==> config.mk <==
export PLATFORM = sky130hd
export DESIGN_NAME = tst_csr
export DESIGN_NICKNAME = d
export VERILOG_FILES = /design/src/tst_pkg.sv /design/src/tst_csr.sv
export SDC_FILE = /design/constraint.sdc
export NUM_CORES = 1
export LEC_CHECK = 0
export BUFFER_PORTS_ARGS = -buffer_cell sky130_fd_sc_hd__clkbuf_2
export CORE_UTILIZATION = 46
export CTS_CLUSTER_DIAMETER = 30
export CTS_CLUSTER_SIZE = 12
export DETAILED_ROUTE_END_ITERATION = 12
export HOLD_SLACK_MARGIN = 0.02
export PLACE_DENSITY = 0.8
export SYNTH_ARGS = -nofsm -noshare
export SYNTH_HDL_FRONTEND = slang
export SYNTH_SLANG_ARGS = --single-unit
==> constraint.sdc <==
create_clock -name clock -period 1.35 [get_ports clock]
set_input_delay 0.135 -clock clock [delete_from_list [all_inputs] [get_ports clock]]
set_output_delay 0.135 -clock clock [all_outputs]
set_load 0.02 [all_outputs]
==> src/tst_pkg.sv <==
// package for the typed slot table: request/response structs and codes
// no dependencies
package tst_pkg;
   localparam int unsigned SLOT_W = 5;
   localparam int unsigned FIELD_W = 16;

   // slot count is tied to the slot field widths below
   localparam int unsigned MAX_SLOTS = 32;

   localparam logic [2:0] OP_ALLOC = 3'd0;
   localparam logic [2:0] OP_FREE  = 3'd1;
   localparam logic [2:0] OP_PAIR  = 3'd2;
   localparam logic [2:0] OP_CLEAR = 3'd3;
   localparam logic [2:0] OP_CHECK = 3'd4;

   localparam logic [1:0] ST_OK      = 2'd0;
   localparam logic [1:0] ST_NO_FREE = 2'd1;
   localparam logic [1:0] ST_INVALID = 2'd2;
   localparam logic [1:0] ST_TOO_MANY = 2'd3;

   localparam logic [2:0] REG_FIRST  = 3'd0;
   localparam logic [2:0] REG_SECOND = 3'd1;
   localparam logic [2:0] REG_THIRD  = 3'd2;
   localparam logic [2:0] REG_IDW    = 3'd3;
   localparam logic [2:0] REG_CDW    = 3'd4;

   typedef struct packed {
      logic [2:0]  op;
      logic [1:0]  slot_type;
      logic [4:0]  slot_index;
      logic [15:0] msg_id;
      logic [15:0] msg_cd;
      logic        last_pair;
   } req_type;

   typedef struct packed {
      logic [1:0] status;
      logic [4:0] granted_slot;
      logic       match;
   } rsp_type;

   // configuration as seen by the back end
   typedef struct packed {
      logic [5:0]  first_count;
      logic [5:0]  second_count;
      logic [5:0]  third_count;
      logic [15:0] id_wildcard;
      logic [15:0] cd_wildcard;
   } cfg_type;
endpackage

==> src/tst_csr.sv <==
// apb-style configuration registers
// depends on tst_pkg
module tst_csr (
   input  logic             clock,
   input  logic             reset,
   input  logic             psel,
   input  logic             penable,
   input  logic             pwrite,
   input  logic [4:0]       paddr,
   input  logic [31:0]      pwdata,
   output logic [31:0]      prdata,
   output logic             pready,
   output tst_pkg::cfg_type cfg
);
   tst_pkg::cfg_type cfg_ff;
   logic [2:0] idx;
   assign idx    = paddr[4:2];
   assign pready = 1'b1;
   assign cfg    = cfg_ff;

   always_ff @(posedge clock) begin
      if (reset) begin
         cfg_ff <= '{6'd0, 6'd0, 6'd0, 16'hFFFF, 16'hFFFF};
      end else if (psel && penable && pwrite && paddr[1:0] == 2'd0) begin
         case (idx)
            tst_pkg::REG_FIRST:  cfg_ff.first_count  <= pwdata[5:0];
            tst_pkg::REG_SECOND: cfg_ff.second_count <= pwdata[5:0];
            tst_pkg::REG_THIRD:  cfg_ff.third_count  <= pwdata[5:0];
            tst_pkg::REG_IDW:    cfg_ff.id_wildcard  <= pwdata[15:0];
            tst_pkg::REG_CDW:    cfg_ff.cd_wildcard  <= pwdata[15:0];
            default: ;
         endcase
      end
   end

   // read back
   always_comb begin
      case (idx)
         tst_pkg::REG_FIRST:  prdata = {26'd0, cfg_ff.first_count};
         tst_pkg::REG_SECOND: prdata = {26'd0, cfg_ff.second_count};
         tst_pkg::REG_THIRD:  prdata = {26'd0, cfg_ff.third_count};
         tst_pkg::REG_IDW:    prdata = {16'd0, cfg_ff.id_wildcard};
         tst_pkg::REG_CDW:    prdata = {16'd0, cfg_ff.cd_wildcard};
         default:             prdata = 32'd0;
      endcase
   end
endmodule
==> flow_summary_export.csv <==
group,metric,value,unit
power,p_int,2.182,mW
critical_path,crit_path_end_kind,"primary output",
clock_network,cts_hold_buf,0,
critical_path,path_class,"flip-flop to primary output",
power,powerDensity,855.6,nW/um2
cells_and_area,fillCellCount,417,
floorplanning,rows,26,
drt,wl_per_cell,14.52,um
timing,hold_viol,0,
drt,postRouteAntennaNets,0,
drt,drc,0,
drt,drt_first_pass_iters,4,
synthesis,synthesis.area,2501,um2
synthesis,ys_seq_area_frac,0.4002,
placed_design,port_buffers,91,
timing,setup-tns-final,-403.9,ps
global_route,grt_pass1_vias,2042,
timing,rsz0062_at_grt,"true",
global_route,gr-total-overflow,0,
critical_path,path_cells,"mux2_4, a22oi_2, o22ai_2, clkbuf_8",
floorplanning,initial_core_util,0.4836,
placed_design,dpl.hpwl,4479,um
synthesis,synth_cell_type_count,31,
timing,hold_ws,95.25,ps
critical_path,cp_data_required_time,1220,ps
critical_path,max_stage_delay,330,ps
global_route,met1_usage,0.2663,
cells_and_area,drive_above_1_share,0.4465,
global_route,grt_pass1_wl,9425,um
synthesis,synthFlopType,"dfxtp_1",
clock_network,ctsHtreeMaxLevel,2,
power,power_leakage,1.846,nW
floorplanning,die_x,75.74,um
synthesis,syn_avg_cell_area,9.620,um2
synthesis,synth_common_cells,"51 x mux2i_1, 50 x dfxtp_1, 49 x nor2_1",
global_route,grt.busiest_layer,"met2",
critical_path,cp_top_family,"flip-flops",
global_route,antenna_found_initial,0,
clock_network,numCtsBuffers,5,
timing,max_freq,0.6953,GHz
timing,fin_crit,1438,ps
cells_and_area,diodes,0,
drt,drt_iter0_drc,79,
timing,drv_slew,0,
critical_path,path_buf_inv,1,
floorplanning,die_h,75.74,um
clock_network,clkTransAtPathRegs,90,ps
synthesis,ys.warnings.count,0,
clock_network,clockBufferDepth,2,
global_route,grt_use_met3,0.06217,
placed_design,gp_congestion,0.7900,
global_route,gr-usage-met2,0.3889,
run_status,failed_checks,"negative setup slack",
clock_network,cts_sinks,50,
drt,routed_wirelength,6449,um
synthesis,synth_edf_count,0,
power,seq_power_share,0.505,
synthesis,yosysMostFrequentCell,"mux2i_1",
job,cap_violations,0,
floorplanning,die-area,5736,um2
synthesis,yosysTopAreaCell,"dfxtp_1",
synthesis,synth_area_leaders,"dfxtp_1 40%, mux2i_1 20%, nor2_1 7.4%",
clock_network,clk_latency,300,ps
critical_path,critPathMaxFanout,2,
clock_network,root_buffer,"clkbuf_8",
cells_and_area,largest_register_ffs,50,
timing,setup-violations-final,6,
cells_and_area,area_growth,36.97,%
timing,setup_ws,-88.27,ps
floorplanning,core_area,5172,um2
floorplanning,io_pins,125,
synthesis,synth-seq-cells,50,
power,swShare,0.2557,
timing,fin_skew,0,ps
global_route,grt_max_degree,73,
synthesis,netlist.area_leader.share,0.4002,
critical_path,start_kind,"flip-flop",
timing,period_share,1.065,
power,pwr-share-clk,0.344,
synthesis,async_reset_ff_frac,0,
synthesis,synth_cells,260,
drt,num_vias,2227,
critical_path,cp.arrival,1300,ps
global_route,grt.total_usage,0.2217,
power,netSwitchingPower,749.5,uW
run_status,status,"complete, but fails checks",
drt,viasPerCell,5.016,
critical_path,slowest_stage,"dfxtp_2",
power,p_comb_frac,0.151,
power,irDropWorstVdd,0.0005086,V
cells_and_area,nets,415,
clock_network,cts_tree,"done",
worst_hold_path,hold_class,"input pin to flip-flop",
[metrics by stage]
step / instance area, um2 / instances / utilization / worst slack [ps] / power (mW)
after floorplan: 2557 / 275 / - / 91.27 / 1.804
after global placement: 3112 / 424 / 0.6016 / 9.348 / 1.911
after detailed placement: 3112 / 424 / 0.6016 / -36.62 / 1.916
after CTS: 3368 / 442 / 0.6512 / -102.2 / 2.928
after global routing: 3426 / 444 / 0.6623 / -139.0 / 3.049
final: 3426 / 444 / 0.6623 / -88.27 / 2.931
[worst paths after layout]
| check | startpoint | end | slack (ps) | cells past startpoint |
|---|---|---|---|---|
| min | pwdata[10] | cfg[26] | 100 | 3 |
| max reg2reg | cfg[32] | cfg[32] | 530 | 4 |
| min reg2reg | cfg[43] | cfg[43] | 510 | 2 |
| max | cfg[37] | prdata[5] | -90 | 4 |
[worst reg2reg max path: cells and delay by family (launching register included)]
| family | cells | cell delay [ps] |
|---|---|---|
| AND/OR/NAND/NOR | 1 | 60 |
| buffers and inverters | 2 | 240 |
| flip-flops | 1 | 330 |
| multiplexers | 1 | 60 |
[power groups by stage]
stage	sequential, mW	combinational, mW	clock (mW)
5_1_grt	1.48	0.477	1.09
3_3_place_gp	1.51	0.397	0
2_1_floorplan	1.52	0.286	0
6_report	1.48	0.443	1.01
4_1_cts	1.48	0.423	1.03
3_5_place_dp	1.51	0.402	0
[layout by cell type (no fill, tap or decap), types with 2 or more instances in the layout]
cell type / count
dfxtp_2: 12
mux2i_1: 51
o22ai_2: 3
buf_12: 5
nor2_1: 49
o22ai_1: 2
buf_6: 3
a22oi_1: 5
mux2_2: 2
nand2b_1: 24
a22oi_2: 5
mux2_4: 3
clkbuf_8: 9
conb_1: 17
dfxtp_1: 38
a22o_1: 10
buf_4: 32
nor2b_1: 3
clkbuf_2: 84
[area by class of cell]
class | instances | area (um2) | share of cell area
multi-input cells | 190 | 1396 | 0.4076
clock buffers | 8 | 110.1 | 0.03214
repair buffers | 126 | 815.8 | 0.2381
well taps | 70 | 87.58 | 0.02557
flip-flops and latches | 50 | 1016 | 0.2966
[cell families (layout without fill, tap and decap cells)]
kind of cell | after synthesis | in the layout | synth area share
AND/OR/NAND/NOR | 90 | 90 | 0.1981
multiplexers | 56 | 56 | 0.2266
flip-flops | 50 | 50 | 0.4002
buffers and inverters | 35 | 134 | 0.08954
AO/OA/AOI/OAI | 27 | 27 | 0.08254
other | 2 | 17 | 0.003003
[layer usage]
metal | routed length (um) | share of wire
met1 | 2890 | 0.45
met2 | 3088 | 0.48
met3 | 450 | 0.070
met4 | 19 | 0.0029
met5 | 0 | 0
[timing repair]
action / in CTS / in global routing
setup buffers: 10 / 2
resized for setup: 27 / 14
pin swaps: 7 / 5
endpoints found under the setup margin: 10 / 16
(Power assumes the default switching activity.)
