## src/tst_pkg.sv

```systemverilog
// package for the typed slot table: request/response structs and codes
// no dependencies
package tst_pkg;
   localparam int unsigned SLOT_W = 5;
   localparam int unsigned FIELD_W = 16;

   // slot count is tied to the slot field widths below
   localparam int unsigned MAX_SLOTS = 32;

   localparam logic [2:0] OP_ALLOC = 3'd0;
   localparam logic [2:0] OP_FREE  = 3'd1;
   localparam logic [2:0] OP_PAIR  = 3'd2;
   localparam logic [2:0] OP_CLEAR = 3'd3;
   localparam logic [2:0] OP_CHECK = 3'd4;

   localparam logic [1:0] ST_OK      = 2'd0;
   localparam logic [1:0] ST_NO_FREE = 2'd1;
   localparam logic [1:0] ST_INVALID = 2'd2;
   localparam logic [1:0] ST_TOO_MANY = 2'd3;

   localparam logic [2:0] REG_FIRST  = 3'd0;
   localparam logic [2:0] REG_SECOND = 3'd1;
   localparam logic [2:0] REG_THIRD  = 3'd2;
   localparam logic [2:0] REG_IDW    = 3'd3;
   localparam logic [2:0] REG_CDW    = 3'd4;

   typedef struct packed {
      logic [2:0]  op;
      logic [1:0]  slot_type;
      logic [4:0]  slot_index;
      logic [15:0] msg_id;
      logic [15:0] msg_cd;
      logic        last_pair;
   } req_type;

   typedef struct packed {
      logic [1:0] status;
      logic [4:0] granted_slot;
      logic       match;
   } rsp_type;

   // configuration as seen by the back end
   typedef struct packed {
      logic [5:0]  first_count;
      logic [5:0]  second_count;
      logic [5:0]  third_count;
      logic [15:0] id_wildcard;
      logic [15:0] cd_wildcard;
   } cfg_type;
endpackage

```

## src/tst_front.sv

```systemverilog
// front end: takes requests into a two-entry queue
// depends on tst_pkg
module tst_front (
   input  logic             clock,
   input  logic             reset,
   input  logic             start,
   input  tst_pkg::req_type req_in,
   output logic             busy,
   input  logic             pop,
   output logic             q_valid,
   output tst_pkg::req_type q_head
);
   tst_pkg::req_type buf_ff [2];
   logic [1:0] cnt_ff, cnt_in;
   logic       rd_ff, wr_ff;
   logic       push;

   assign busy    = cnt_ff == 2'd2;
   assign push    = start && !busy;
   assign q_valid = cnt_ff != 2'd0;
   assign q_head  = buf_ff[rd_ff];

   // occupancy
   always_comb begin
      cnt_in = cnt_ff;
      if (push && !pop) begin
         cnt_in = cnt_ff + 2'd1;
      end else if (pop && !push) begin
         cnt_in = cnt_ff - 2'd1;
      end
   end

   always_ff @(posedge clock) begin
      if (reset) begin
         cnt_ff <= 2'd0;
         rd_ff  <= 1'b0;
         wr_ff  <= 1'b0;
      end else begin
         cnt_ff <= cnt_in;
         if (push) wr_ff <= !wr_ff;
         if (pop)  rd_ff <= !rd_ff;
      end
   end

   always_ff @(posedge clock) begin
      if (push) begin
         buf_ff[wr_ff] <= req_in;
      end
   end
endmodule

```

## config.mk

```make
export PLATFORM = sky130hd
export DESIGN_NAME = tst_front
export DESIGN_NICKNAME = d
export VERILOG_FILES = /design/src/tst_pkg.sv /design/src/tst_front.sv
export SDC_FILE = /design/constraint.sdc
export NUM_CORES = 1
export LEC_CHECK = 0
export ABC_AREA = 1
export BUFFER_PORTS_ARGS = -buffer_cell sky130_fd_sc_hd__buf_2
export CAP_MARGIN = 10
export CORE_MARGIN = 1
export CORE_UTILIZATION = 42
export CTS_CLUSTER_DIAMETER = 40
export CTS_CLUSTER_SIZE = 40
export DETAILED_ROUTE_END_ITERATION = 16
export GPL_TIMING_DRIVEN = 1
export PLACE_DENSITY = 0.66
export SKIP_CTS_REPAIR_TIMING = 1
export SLEW_MARGIN = 20
export SYNTH_ARGS = -nofsm -noshare
export SYNTH_HDL_FRONTEND = slang
export SYNTH_SLANG_ARGS = --single-unit
```

## constraint.sdc

```tcl
create_clock -name clock -period 6.79 [get_ports clock]
set_input_delay 1.0185 -clock clock [delete_from_list [all_inputs] [get_ports clock]]
set_output_delay 1.0185 -clock clock [all_outputs]
set_load 0.01 [all_outputs]
```

==> run summary, run 1 <==
The flow ran to the end, and the final reports show no timing, DRC or antenna violations. The tightest min-delay check is of the reg -> reg type. The adder and majority cell fraction of the synthesized area was 0.00353; the combined buffer and inverter count along the critical path was 2.

Following the worst setup path forward leads to its endpoint at q_head[32]. The highest ir drop seen on vdd was 0.161 mV; the number of global-route vias before repair was 1,628. The estimated wirelength of the detail-placed design was 3800 um; the H-tree depth reported by CTS was 3.

The count of maximum capacitance violations is 0, and the maximum cell stage delay along the critical path is 0.59 ns. The depth of the worst register-to-register path is 8, and the average detailed-routed wire length per instance is 15.0 um. Synthesis produced a netlist with a net count of 217. The clock transition time at the flip-flop clock pins of the worst setup and hold paths is 0.08 ns.

Element type at the critical path end: an output port. The average cell area after synthesis was 21.0 sq um; the clock latency on the worst-skew pair was 0.35 ns. The effective utilization at floorplan is 0.434.

The kind of cell with the highest combined delay along the critical path is buffers and inverters. Routability-driven placement finished with a final weighted congestion of 0.602. The logs give 44 for the largest net degree at the start of global routing and 1220 uW for the total power.

The clock tree root buffer cell was clkbuf_8. On the critical path, the stage with the largest delay is an instance of buf_4. The overall track demand over capacity in global routing was 0.131.

The xor/xnor share of the synthesized area came out at 0.00247. The run gives 2 as the deepest clock path buffer count. Along the worst path, the maximum fanout reaches 43.

Using the TritonRoute via totals, the vias-per-cell ratio works out to 4.64. The count of pins over their slew limit is 0. The tools report the total die area as 8820 sq um. The type of origin of the critical path is a register. The number of iterations in the first detailed-routing pass is 4. The tightest slew margin relative to the limit is 0.483. Static timing analysis puts the maximum clock frequency at 350 MHz. The library cell used most frequently in the layout, excluding fill and tap cells, is buf_2. The end of the worst register-to-register path was cnt_ff[1]$_SDFFE_PP0P_. The total stage count of the critical path is 3.

In this run, synthesis produced a sequential element count of 91. The signal on the critical path passes through buf_4 > mux2_2 > buf_2. Yosys printed 0 warnings. The final clock period utilization by the worst path is 0.421. The finished cells cover 4280 sq um.

The run gives 0 as the hold violation count in the final report. The logs give 0.756 for the sequential-to-total area share from yosys stat and 0 for the overall overflow remaining after global route. The portion of total power attributed to sequential cells was 0.555; the number of primary I/O pins was 92. The tools report the portion of total power attributed to combinational logic as 0.152. For the cell area after placement, the log shows 4080 sq um. For the pin with the worst max-slew slack, the measured transition is 0.775 ns. The net switching share of the total power is 0.240. For this run, design rule violations remaining after detail routing come to 0. In this run, CTS created clock tree buffers numbering 9.

After floorplanning, the core was divided into 33 placement rows. Setup repair after global routing left no endpoint under its margin. Critical path required time: 5.77 ns.

TritonCTS built the clock tree. The cell count after placement is 363, and the antenna diode count is 0. Leaving out fill and tap cells, the most frequent cells in the layout are 91 x buf_2, 86 x edfxtp_1, 40 x mux2_4, 9 x inv_1, 9 x clkbuf_8.

The final layout contains routed wiring with a total length of 5670 um. The number of antenna violations at the first check in global routing came out at 0. After synthesis, the largest family of logic cells by area is multiplexers. The run gives 0.00172 uW as the total leakage power. In this run, distinct cell masters in the synthesized netlist total 16. The clock group share of total power is 0.293. The cell area that synthesis handed to floorplanning was 3550 sq um.

The startpoint identified for the worst register-to-register timing path is cnt_ff[1]$_SDFFE_PP0P_. The tools report the final standard cell utilization of the core as 0.524. In this run the register-to-register setup slack is 5.24 ns. The internal portion of the total power is 931 uW. For the critical path data arrival time, the log shows 1.84 ns. Complex-gate fraction of the synthesized area: 0.00670. Once detail routing completed, the nets flagged for antenna violations numbered 0.

The tree built by TritonCTS fans out to 91 sinks. Measured along the y axis, the die boundary spans 93.9 um. The proportion of synthesized area in mux cells came out at 0.179. The simple-gate portion of the synthesized area was 0.0169; the vias after detailed routing was 1,758. After the first detailed-routing iteration, the DRC count stood at 91. Startpoint-to-endpoint class of the critical path: reg -> out. The tools report the net total in the final layout as 317. The quantity of I/O buffers inserted on ports is 91, and the switching component of the power is 293 uW. The core region is 8180 sq um. The post-layout instance count excluding filler cells came out at 379. The floorplan step set the die width to 93.9 um. Summed over all failing endpoints, the final setup total negative slack is 0 ns.

The first global-routing pass estimated 8110 um of wire. Proportion of layout cells with a drive suffix above 1: 0.569. From synthesis to final layout, the design area changed by 20.7%. For the finished layout, the period the worst path requires is 2.86 ns.

Setup violations remaining at the end of the flow were counted as 0. Dividing total power by cell area gives a power density of 286 nW/um^2. The filler cells instantiated in the layout total 719. Clock skew on the completed layout was measured at 0.00489 ns.

Synthesis produced 169 cells.
==> how the worst min path moves through the flow <==
stage | from | to | slack [ns] | depth (start not counted)
after CTS | rd_ff$_SDFFE_PP0P_ | rd_ff$_SDFFE_PP0P_ | 0.53 | 2
after floorplan | wr_ff$_SDFFE_PP0N_ | wr_ff$_SDFFE_PP0N_ | 0.48 | 2
final | rd_ff$_SDFFE_PP0P_ | register | 0.52 | 2
after detailed placement | rd_ff$_SDFFE_PP0P_ | register | 0.51 | 2
after global routing | rd_ff$_SDFFE_PP0P_ | register | 0.54 | 2
after global placement | rd_ff$_SDFFE_PP0P_ | rd_ff$_SDFFE_PP0P_ | 0.50 | 2
==> Yosys cell counts <==
master	number	area [sq um]
edfxtp_1	86	2580
nand4_1	1	6.26
mux2_4	40	601
mux2_2	3	33.8
buf_6	1	11.3
o21ai_2	1	8.76
nand3_1	1	5.00
xnor2_1	1	8.76
inv_1	9	33.8
a21oi_1	1	5.00
ha_1	1	12.5
buf_12	4	80.1
nor2_1	8	30.0
o21ai_0	2	10.0
nand2_1	5	18.8
dfxtp_1	5	100
==> layout make-up <==
type                            count  area (sq um)  area share
Tap cell                          105           131      0.0307
Clock inverter                      7          76.3      0.0178
Sequential cell                    91          2680       0.627
Timing Repair Buffer               94           478       0.112
Multi-Input combinational cell     64           754       0.176
Clock buffer                        9           124      0.0289
Inverter                            9          33.8     0.00789
==> per-layer routing <==
layer | up-vias | share of wire | global-route usage
met5 | - | 0 | 0
met4 | 0 | 0.021 | 0.0731
met3 | 10 | 0.045 | 0.0388
met2 | 49 | 0.52 | 0.223
met1 | 862 | 0.41 | 0.145
li1 | 837 | - | -
==> flip-flops by register name, summed over array words and instances, names as in the netlist, named ones only <==
signal,cells
cnt_ff,2
wr_ff,1
rd_ff,1
buf_ff,86
==> tightest hold or removal path: stages (launching register included) <==
cell	delay, ns
dfxtp_1	0.33
xnor2_1	0.08
nor2_1	0.08
==> through the flow <==
step / setup WS, ns / hold WS, ns
after global placement: 4.29 / 0.497
after floorplan: 3.45 / 0.475
after detailed placement: 4.28 / 0.508
final: 3.93 / 0.521
after global routing: 3.83 / 0.544
after CTS: 3.88 / 0.526
==> power groups by stage <==
| stage | combinational [uW] | sequential [uW] | clock (uW) |
|---|---|---|---|
| 4_1_cts | 191 | 681 | 368 |
| 3_3_place_gp | 187 | 691 | 0 |
| 6_report | 186 | 680 | 359 |
| 2_1_floorplan | 129 | 691 | 0 |
| 3_5_place_dp | 190 | 694 | 0 |
| 5_1_grt | 202 | 684 | 390 |
==> cells by family after synthesis <==
group                      Yosys count
DFF                                 91
adders and majority gates            1
buffers and inverters               14
and+or+nand+nor                     15
xor gates and xnor gates             1
muxes                               43
AOI/OAI and AO/OA                    4
(Power assumes the default switching activity.)
==> run 2, diff against run 1 <==
PLACE_DENSITY = 0.68   (was 0.66)
clock period = 2.4 ns   (was 6.79 ns; I/O delays follow)
==> run summary, run 2 (synthesis results as in run 1) <==
The flow ran to the end, and the final reports show no timing, DRC or antenna violations. The element type at the critical path end is an output port. The maximum fanout encountered on the critical timing path was 25 (-42%); the final setup skew was 0.00952 ns (+0.00463 ns). The min-delay analysis places its worst path in the category in -> reg.

Vias after detailed routing: 1,744 (-0.80%). The most critical setup path has its endpoint at q_head[32]. The estimated wirelength of the detail-placed design was 3480 um (-8.4%); the number of remaining DRC errors was 0 (unchanged).

The number of flip-flops under the largest register name came out at 86 (unchanged). The global-route wire length before repair was 8250 um (+1.7%); the number of antenna-violating nets in the routed design was 0 (unchanged). The slew at the pin closest to its max-slew limit came out at 0.459 ns (-0.316 ns). Quantity of I/O buffers inserted on ports: 91 (unchanged). The multi-input gate area in the final layout came out at 754 sq um (unchanged). The tools report the count of standard-cell rows as 33 (unchanged). The register cell area after layout came out at 2680 sq um (unchanged). Hold violation count in the final report: 0 (unchanged). Setup repair after global routing left no endpoint under its margin. The average detailed-routed wire length per instance is 13.8 um (-7.6%), and the routed length on met3 is 312 um (+23%). The total die area is 8820 sq um (unchanged), and the critical path required time is 2.04 ns (-3.73 ns).

After layout, the minimum clock period comes to 1.97 ns. The origin of the critical flop-to-flop path is cnt_ff[1]$_SDFFE_PP0P_. The uppermost layer routed was met4. The run gives 0.35 ns (about the same) as the clock latency on the worst-skew pair. The logs give 0.434 (unchanged) for the effective utilization at floorplan and 92 (unchanged) for the number of primary I/O pins.

The proportion of layout cells with a drive suffix above 1 came out at 0.567 (-0.00256). For the final-report setup violation count, the log shows 0 (unchanged). Maximum achievable frequency: 508 MHz.

The antenna diode count was 0 (unchanged). The via density per instance works out to 4.57 (-1.6%). Type of origin of the critical path: a register. For the largest net degree at the start of global routing, the log shows 26 (-41%). The register with the most flip-flops in the final layout is buf_ff. The total stage count of the critical path was 3 (unchanged); the critical path data arrival time was 1.61 ns (-0.23 ns).

The final weighted congestion in routability-driven placement came out at 0.632 (+5.1%). Cell with the largest stage delay on the worst path: buf_4. The number of global-route vias before repair came out at 1,774 (+9.0%). The clock transition time at the flip-flop clock pins of the worst setup and hold paths was 0.08 ns (about the same). For the number of antenna violations at the first check in global routing, the log shows 0 (unchanged). The total power is 3520 uW (+190%), and the combined buffer and inverter count along the critical path is 2 (unchanged).

Clock tree root buffer cell: clkbuf_8. The tools report the end of the worst register-to-register path as cnt_ff[1]$_SDFFE_PP0P_. The worst slack after detailed placement was 0.775 ns (-3.50 ns). The CTS buffer count was 9 (unchanged); the floorplan die height was 93.9 um (unchanged). Deepest clock path buffer count: 2 (unchanged). In the layout the commonest cells are 91 x buf_2, 86 x edfxtp_1, 40 x mux2_4, 9 x inv_1, 9 x clkbuf_8. The number of clock sinks was 91 (unchanged); the total leakage power was 0.00174 uW (+1.3%).

Met1 wire length: 2230 um (-3.8%). Highest ir drop seen on vdd: 0.376 mV (+130%). The tools report the number of iterations in the first detailed-routing pass as 4 (unchanged).

The depth of the worst register-to-register path is 9 (+1), and the aggregate routed wire length is 5280 um (-6.9%). The setup slack of the critical path after layout was 0.431 ns (-3.50 ns). The largest registers in the layout are buf_ff (86), cnt_ff (2).

H-tree depth reported by CTS: 3 (unchanged). The x dimension of the die was 93.9 um (unchanged). The startpoint-to-endpoint class of the critical path was reg -> out. The run gives 0.130 (-0.000874) as the overall track demand over capacity in global routing. The overall overflow remaining after global route was 0 (unchanged). The worst hold slack across all endpoints was 0.194 ns (-0.327 ns); the maximum cell stage delay along the critical path was 0.40 ns (-0.19 ns). The top cell family by delay on the critical path is buffers and inverters. Total core area: 8180 sq um (unchanged). The final clock period utilization by the worst path is 0.821, and the power per cell area is 816 nW/um^2 (+190%). The tools report the count of pins over their slew limit as 0 (unchanged).

Most common library cell in the layout ignoring fill and taps: buf_2. The number of violations reported at the end of detailed-routing iteration 0 is 32 (-65%). Traced cell by cell, the critical path runs through buf_4 > mux2_2 > buf_2. The logs give 2620 um (-12%) for the met2 wire length and 693 (-3.6%) for the count of filler cells inserted in the layout. The area added between synthesis and finish was 21.6%.

The run gives 320 (+0.95%) as the net total in the final layout. TritonCTS built the clock tree. Count of maximum capacitance violations: 0 (unchanged). The setup slack of the worst register-to-register path came out at 0.88 ns (-4.36 ns). The tools report the tightest slew margin relative to the limit as 0.694 (+0.211).
-- run 2: how the worst min path moves through the flow --
stage                  startpoint                 endpoint  slack (ns)  cells after the start
6_report               req_in[20]  buf_ff[0][20]$_DFFE_PP_        0.19                      1
5_1_grt                req_in[19]  buf_ff[1][19]$_DFFE_PP_        0.17                      1
4_1_cts                req_in[10]  buf_ff[0][10]$_DFFE_PP_        0.17                      1
3_5_place_dp   rd_ff$_SDFFE_PP0P_       rd_ff$_SDFFE_PP0P_        0.50                      2
3_3_place_gp   rd_ff$_SDFFE_PP0P_       rd_ff$_SDFFE_PP0P_        0.50                      2
2_1_floorplan               reset                 register        0.43                      1
-- run 2: layout make-up --
| class | count | area share |
|---|---|---|
| Tap cell | 105 | 0.0305 |
| Sequential cell | 91 | 0.622 |
| Clock buffer | 11 | 0.0305 |
| Clock inverter | 5 | 0.0180 |
| Timing Repair Buffer | 97 | 0.116 |
| Multi-Input combinational cell | 64 | 0.175 |
| Inverter | 9 | 0.00783 |
-- run 2: metrics by stage --
stage               instance area, sq um   util  instances  TNS (ns)
floorplan                           3550      -        169    -28.21
global placement                    4100  0.502        366         0
detailed placement                  4100  0.502        366         0
CTS                                 4310  0.528        382         0
global route                        4310  0.528        382         0
finish                              4310  0.528        382         0
-- run 2: power by group --
| part | switching (uW) | internal, uW |
|---|---|---|
| Clock | 486 | 584 |
| Sequential | 32.9 | 1890 |
| Combinational | 265 | 265 |
-- run 2: per-layer routing --
| metal | global-route usage | vias up |
|---|---|---|
| met2 | 0.218 | 59 |
| met4 | 0.0769 | 0 |
| met1 | 0.147 | 832 |
| met5 | 0 | - |
| met3 | 0.0364 | 10 |
| li1 | - | 843 |
